## config.mk

```make
export PLATFORM = sky130hd
export DESIGN_NAME = rmf_queue
export DESIGN_NICKNAME = d
export VERILOG_FILES = /design/src/sv/rmf_pkg.sv /design/src/sv/rmf_queue.sv
export SDC_FILE = /design/constraint.sdc
export NUM_CORES = 2
export LEC_CHECK = 0
export BUFFER_PORTS_ARGS = -buffer_cell sky130_fd_sc_hd__buf_2
export CORE_MARGIN = 1
export CORE_UTILIZATION = 32
export DETAILED_ROUTE_END_ITERATION = 7
export PLACE_DENSITY_LB_ADDON = 0.1
export SYNTH_ARGS = -nofsm -noshare
export SYNTH_HDL_FRONTEND = slang
export SYNTH_SLANG_ARGS = --single-unit
```

## constraint.sdc

```tcl
create_clock -name clock -period 17.62 [get_ports clock]
set_clock_uncertainty 0.2 [all_clocks]
set_input_delay 1.762 -clock clock [delete_from_list [all_inputs] [get_ports clock]]
set_output_delay 1.762 -clock clock [all_outputs]
set_load 0.01 [all_outputs]
```

## src/sv/rmf_pkg.sv

```systemverilog
// Shared types for the RGB median filter.
package rmf_pkg;

   localparam int unsigned CHAN_W = 8;
   localparam int unsigned PIX_W  = 3 * CHAN_W;
   localparam int unsigned ROWS_W = 12;
   localparam int unsigned COLS_W = 11;
   localparam logic [ROWS_W-1:0] ROWS_RESET = 12'd480;
   localparam logic [COLS_W-1:0] COLS_RESET = 11'd640;

   // register indexes of the CSR port
   localparam logic [1:0] CSR_OUTPUT_ROWS    = 2'd0;
   localparam logic [1:0] CSR_OUTPUT_COLUMNS = 2'd1;

   typedef struct packed {
      logic [CHAN_W-1:0] blue;
      logic [CHAN_W-1:0] green;
      logic [CHAN_W-1:0] red;
   } pixel_type;

   // window transfer from the front end into the queue
   typedef struct packed {
      logic push;
      logic last;
   } push_ctl_type;

endpackage

```

## src/sv/rmf_queue.sv

```systemverilog
// Short window queue between the front end and the median pipeline.
module rmf_queue #(
   parameter int unsigned WIDTH = 600,
   parameter int unsigned DEPTH = 4
) (
   input  logic                       clock,
   input  logic                       reset,
   input  rmf_pkg::push_ctl_type      push_ctl,
   input  logic [WIDTH-1:0]           push_data,
   input  logic                       pop,
   output logic                       pop_valid,
   output logic                       pop_last,
   output logic [WIDTH-1:0]           pop_data,
   output logic [$clog2(DEPTH+1)-1:0] count
);
   localparam int unsigned PTRW = $clog2(DEPTH);
   localparam int unsigned CNTW = $clog2(DEPTH + 1);

   logic [WIDTH:0]    mem_ff [DEPTH];
   logic [PTRW-1:0]   wptr_ff, rptr_ff;
   logic [CNTW-1:0]   cnt_ff, cnt_in;
   logic              do_pop;

   assign do_pop = pop && (cnt_ff != '0);

   always_comb begin
      cnt_in = cnt_ff;
      if (push_ctl.push && !do_pop) begin
         cnt_in = cnt_ff + CNTW'(1);
      end else if (!push_ctl.push && do_pop) begin
         cnt_in = cnt_ff - CNTW'(1);
      end
   end

   always_ff @(posedge clock) begin
      if (reset) begin
         wptr_ff <= '0;
         rptr_ff <= '0;
         cnt_ff  <= '0;
      end else begin
         cnt_ff <= cnt_in;
         if (push_ctl.push) begin
            wptr_ff <= (wptr_ff == PTRW'(DEPTH - 1)) ? '0 : wptr_ff + PTRW'(1);
         end
         if (do_pop) begin
            rptr_ff <= (rptr_ff == PTRW'(DEPTH - 1)) ? '0 : rptr_ff + PTRW'(1);
         end
      end
      if (push_ctl.push) begin
         mem_ff[wptr_ff] <= {push_ctl.last, push_data};
      end
   end

   assign pop_valid = cnt_ff != '0;
   assign pop_last  = mem_ff[rptr_ff][WIDTH];
   assign pop_data  = mem_ff[rptr_ff][WIDTH-1:0];
   assign count     = cnt_ff;
endmodule

```

# [After elaboration in Yosys (flattened, before gate mapping)]
# Memories as Yosys holds them, arrays and structs flattened. A register that Yosys moved wholly into a read port is not among the register bits.
# Cells that the tools add are included.
[classes] addsub=4 multipliers=0 div=0 n_lt_le_gt_ge=0 eq_ne=2 shift=0 n_mux=8 n_bitwise=0 reduce_logical=7
[ops] operator="2-to-1 mux 2 bit" count=4
[ops] operator="2-to-1 mux 3 bit" count=2
[ops] operator="adder 2 x 1 -> 2 bit, second input constant" count=2
[ops] operator="== test 2 bit, second input constant" count=2
[ops] operator="adder 3 x 1 -> 3 bit, second input constant" count=1
[ops] operator="logical AND 1 bit" count=3
[ops] operator="nonzero test 3 bit" count=1
[ops] operator="subtractor 3 x 1 -> 3 bit, second input constant" count=1
[ops] operator="zero test 1 bit" count=2
[ops] operator="2-to-1 mux 1 bit" count=2
[ops] operator="nonzero test 2 bit" count=1
[word_totals] reg_bits=7 latchBits=0 ram_bits=2404 mem_bits_ro=0 inputBits=605 output_inout_bits=605 wordCells=25 mem_count=1
[mem_list] name="mem_ff" depth=4 width=601 rd=1 rd_clocked_by_memory_dff=1 write_ports=1 line_no="rmf_queue.sv:19" source="logic [WIDTH:0] mem_ff [DEPTH];"

# [Logic depth before layout (Yosys ltp)]
[logic_depth] word_depth=5 ltp_mapped=7

# [Least setup slack after synthesis]
# Ideal clock, no wire load.
[synth_timing] path_type="input -> register" start="input port push_ctl[1] in the netlist's numbering" end="memory mem_ff[0][0] in the netlist's numbering (enable)" setup_time_ps=1043 t_arrival_ps=15237 path_slack_ps=1140 stages=1 n_path_buf=0 path_cell_list="and2_1"
[synth_via] elab_chain_len=2
[synth_lines] element="start, declared" line_no="rmf_queue.sv:8" source="input rmf_pkg::push_ctl_type push_ctl,"
[synth_lines] element="2-to-1 mux 1 bit" line_no="rmf_queue.sv:49" source="if (push_ctl.push) begin"
[synth_lines] element="2-to-1 mux 1 bit (implied by the code)" line_no="rmf_queue.sv:50" source="mem_ff[wptr_ff] <= {push_ctl.last, push_data};"
[synth_lines] element="end, declared" line_no="rmf_queue.sv:19"
# Every way passes these cells.

==> impl_metrics.tcl <==
set metrics [dict create \
    tns_ns 0 \
    cts.clk_slew.worst_paths_ns 0.06 \
    syn_inst 3182 \
    hold_path_class "flop to flop" \
    grt_setup_unrepaired "no" \
    numPlacedInstances 7885 \
    cts_max_path_buffers 4 \
    postCtsSetupRepairBufs 0 \
    critPathArrivalTime_ns 5.75 \
    setup_viol 0 \
    cell_depth_of_the_worst_hold_path 2 \
    antenna_found_initial 219 \
    number_of_pins_with_negative_max_slew_slack_in_the_final_report 0 \
    vias_per_cell 4.76 \
    cts_inserted_buffers 272 \
    crit-reg2reg-capture "mem_ff[3][129]$_DFFE_PP_" \
    drc_errors 0 \
    design.core.area_um2 272000 \
    clock_tree.root_cell "clkbuf_16" \
    floorplan.die.width_um 526 \
    first_global_vias 42000 \
    netlist.top_cell.by_area "edfxtp_1" \
    cts-htree-levels 5 \
    synth.yosys.seq_area_share 0.824 \
    drive_above_1_share 0.466 \
    gp_congestion 0.758 \
    timing.max_cap.violations 0 \
    grt_first_pass_wirelength_um 326000 \
    final_net_count 5201 \
    critical_path_required_ns 15.66 \
    drt_pre_antenna_iters 8 \
    final_hold_viol_count 0 \
    synth_top_area_frac 0.822 \
    placement.io_buffers 1209 \
    worstSkewPairLatency_ns 0.85 \
    ir_drop_uv 100 \
    stdcell_count 8425 \
    track_usage 0.165 \
    synth.avg_cell_area_um2 27.6 \
    drt_iter0_markers 2732 \
    die-height_um 526 \
    final_design_area_no_fill_um2 106000 \
    worst-slew-pin-transition_ns 1.16 \
    dp_hpwl_um 151000 \
    std_cell_rows 191 \
    synth_seq_cells 2413 \
    timing.critical_path.fanout_max 90 \
    synth.area.top_cells "edfxtp_1, mux4_2, buf_12" \
    critical_path_class "flop to output pin" \
    yosysWarnings 0 \
    detailedPlace.worstSlack_ns 10.51 \
    dieArea_um2 276000 \
    numClockSinks 2413 \
    cts_hold_buf 0 \
    cts_resized 0 \
    final_period_minus_worst_setup_slack_ns 7.71 \
    rr_startpoint "wptr_ff[0]$_SDFFE_PP0P_" \
    headroom_to_the_max_slew_limit 0.218 \
    vias 40100 \
    ff2ff_setup_slack_ns 12.51 \
    grt_remaining_overflow 0 \
    reg2regPathDepth 6 \
    power_density_nw_per_um2 139 \
    synth.lib_cells_used.distinct 20 \
    fin_ws_ns 9.91 \
    startpoint_type "flop" \
    tritoncts "built" \
    post_drt_wl_per_cell_um 27.7 \
    grt_max_degree 133 \
    cp-endpoint "pop_data[409]" \
    fmax_mhz 130 \
    status "complete, no violations" \
    postPlaceCellArea_um2 97300 \
    ios 1210 \
    wirelength_um 234000 \
    synthToLayoutAreaGrowth_pct 20.5 \
    syn-num-nets 3794 \
    p_total_mw 14.7 \
    final.period_utilization 0.438 \
    timing.critical_path.to_type "output pin" \
    initial_utilization 0.323 \
    drtAntennaViolNets 0 \
    post_synthesis_instance_area_um2 87800 \
    power.static_leakage_nw 34.6 \
]
[sequential cells by signal, indices dropped and copies added, names as in the netlist, named ones only]
| register | cells |
|---|---|
| wptr_ff | 2 |
| mem_ff | 2404 |
| count | 3 |
| rptr_ff | 2 |
[power breakdown]
group          internal [mW]  switching (mW)  total [mW]
registers               6.59          0.0783        6.67
logic                   1.16            1.55        2.71
clock network           3.09            2.25        5.34
[area by class of cell]
type | instances | area [um2]
Fill cell | 24400 | 166000
Antenna cell | 66 | 165
Multi-Input combinational cell | 632 | 13800
Clock buffer | 356 | 7330
Tap cell | 3570 | 4470
Timing Repair Buffer | 1267 | 6640
Sequential cell | 2413 | 72400
Inverter | 3 | 11.3
Clock inverter | 118 | 993
[per-layer routing]
| layer | GRT usage | wire length [um] | up-vias |
|---|---|---|---|
| met4 | 0.0587 | 8680 | 130 |
| met3 | 0.0710 | 24400 | 623 |
| met5 | 0 | 804 | - |
| met2 | 0.268 | 111000 | 1471 |
| met1 | 0.196 | 88300 | 21000 |
| li1 | - | - | 16900 |
[kinds of logic after synthesis]
kind of cell / Yosys count / share of synthesized area
AOI/OAI and AO/OA: 4 / 0.000256
xor gates and xnor gates: 2 / 0.000200
adders and majority gates: 7 / 0.00108
buffers and inverters: 137 / 0.0189
DFF: 2413 / 0.824
muxes: 605 / 0.155
and+or+nand+nor: 14 / 0.000798
[synth_stat cells]
| cell type | count |
|---|---|
| buf_2 | 60 |
| fa_1 | 1 |
| mux4_2 | 601 |
| nor2_1 | 6 |
| edfxtp_1 | 2404 |
| or3_1 | 3 |
| buf_12 | 65 |
| xor2_1 | 2 |
| ha_1 | 6 |
| clkbuf_1 | 7 |
| buf_6 | 1 |
| buf_4 | 1 |
| o31ai_1 | 1 |
| and2_1 | 4 |
| o21ai_0 | 1 |
| nand2_1 | 1 |
| dfxtp_1 | 9 |
| inv_1 | 3 |
| mux2i_1 | 4 |
| a21oi_1 | 2 |
[through the flow]
step | util | hold WS, ns
after floorplan | - | 0.256
after global placement | 0.358 | 0.285
after detailed placement | 0.358 | 0.279
after CTS | 0.389 | 0.288
after global routing | 0.389 | 0.326
final | 0.389 | 0.285
[placed cells by master (no fill, tap or decap)]
cell,count
edfxtp_1,2404
buf_2,1209
mux4_2,601
clkbuf_16,281
clkbuf_1,73
diode_2,66
buf_4,46
clkinv_1,43
clkinv_2,41
buf_12,12
bufinv_16,10
clkinv_8,9
dfxtp_1,7
nor2_1,6
ha_1,6
inv_6,5
clkinvlp_4,5
and2_4,4
mux2i_1,4
inv_1,3
or3_1,3
inv_16,3
xor2_1,2
a21oi_1,2
dfxtp_4,2
clkbuf_8,2
o31ai_1,1
nand2_1,1
o21ai_0,1
fa_1,1
clkinv_16,1
clkinv_4,1
[worst min-delay path by stage]
stage / start / end / slack, ns
final: rptr_ff[0]$_SDFFE_PP0P_ / flop / 0.29
after global routing: rptr_ff[0]$_SDFFE_PP0P_ / flop / 0.33
after CTS: rptr_ff[0]$_SDFFE_PP0P_ / flop / 0.29
after detailed placement: rptr_ff[0]$_SDFFE_PP0P_ / flop / 0.28
after global placement: rptr_ff[0]$_SDFFE_PP0P_ / flop / 0.28
after floorplan: rptr_ff[0]$_SDFFE_PP0P_ / flop / 0.26
[critical path, cell delays in order, from the launching register on]
cell and delay (ns):
dfxtp_4 0.84, buf_12 0.59, buf_4 0.73, buf_4 0.78, buf_4 0.75, mux4_2 0.62
buf_2 0.18
(Power assumes the default switching activity.)
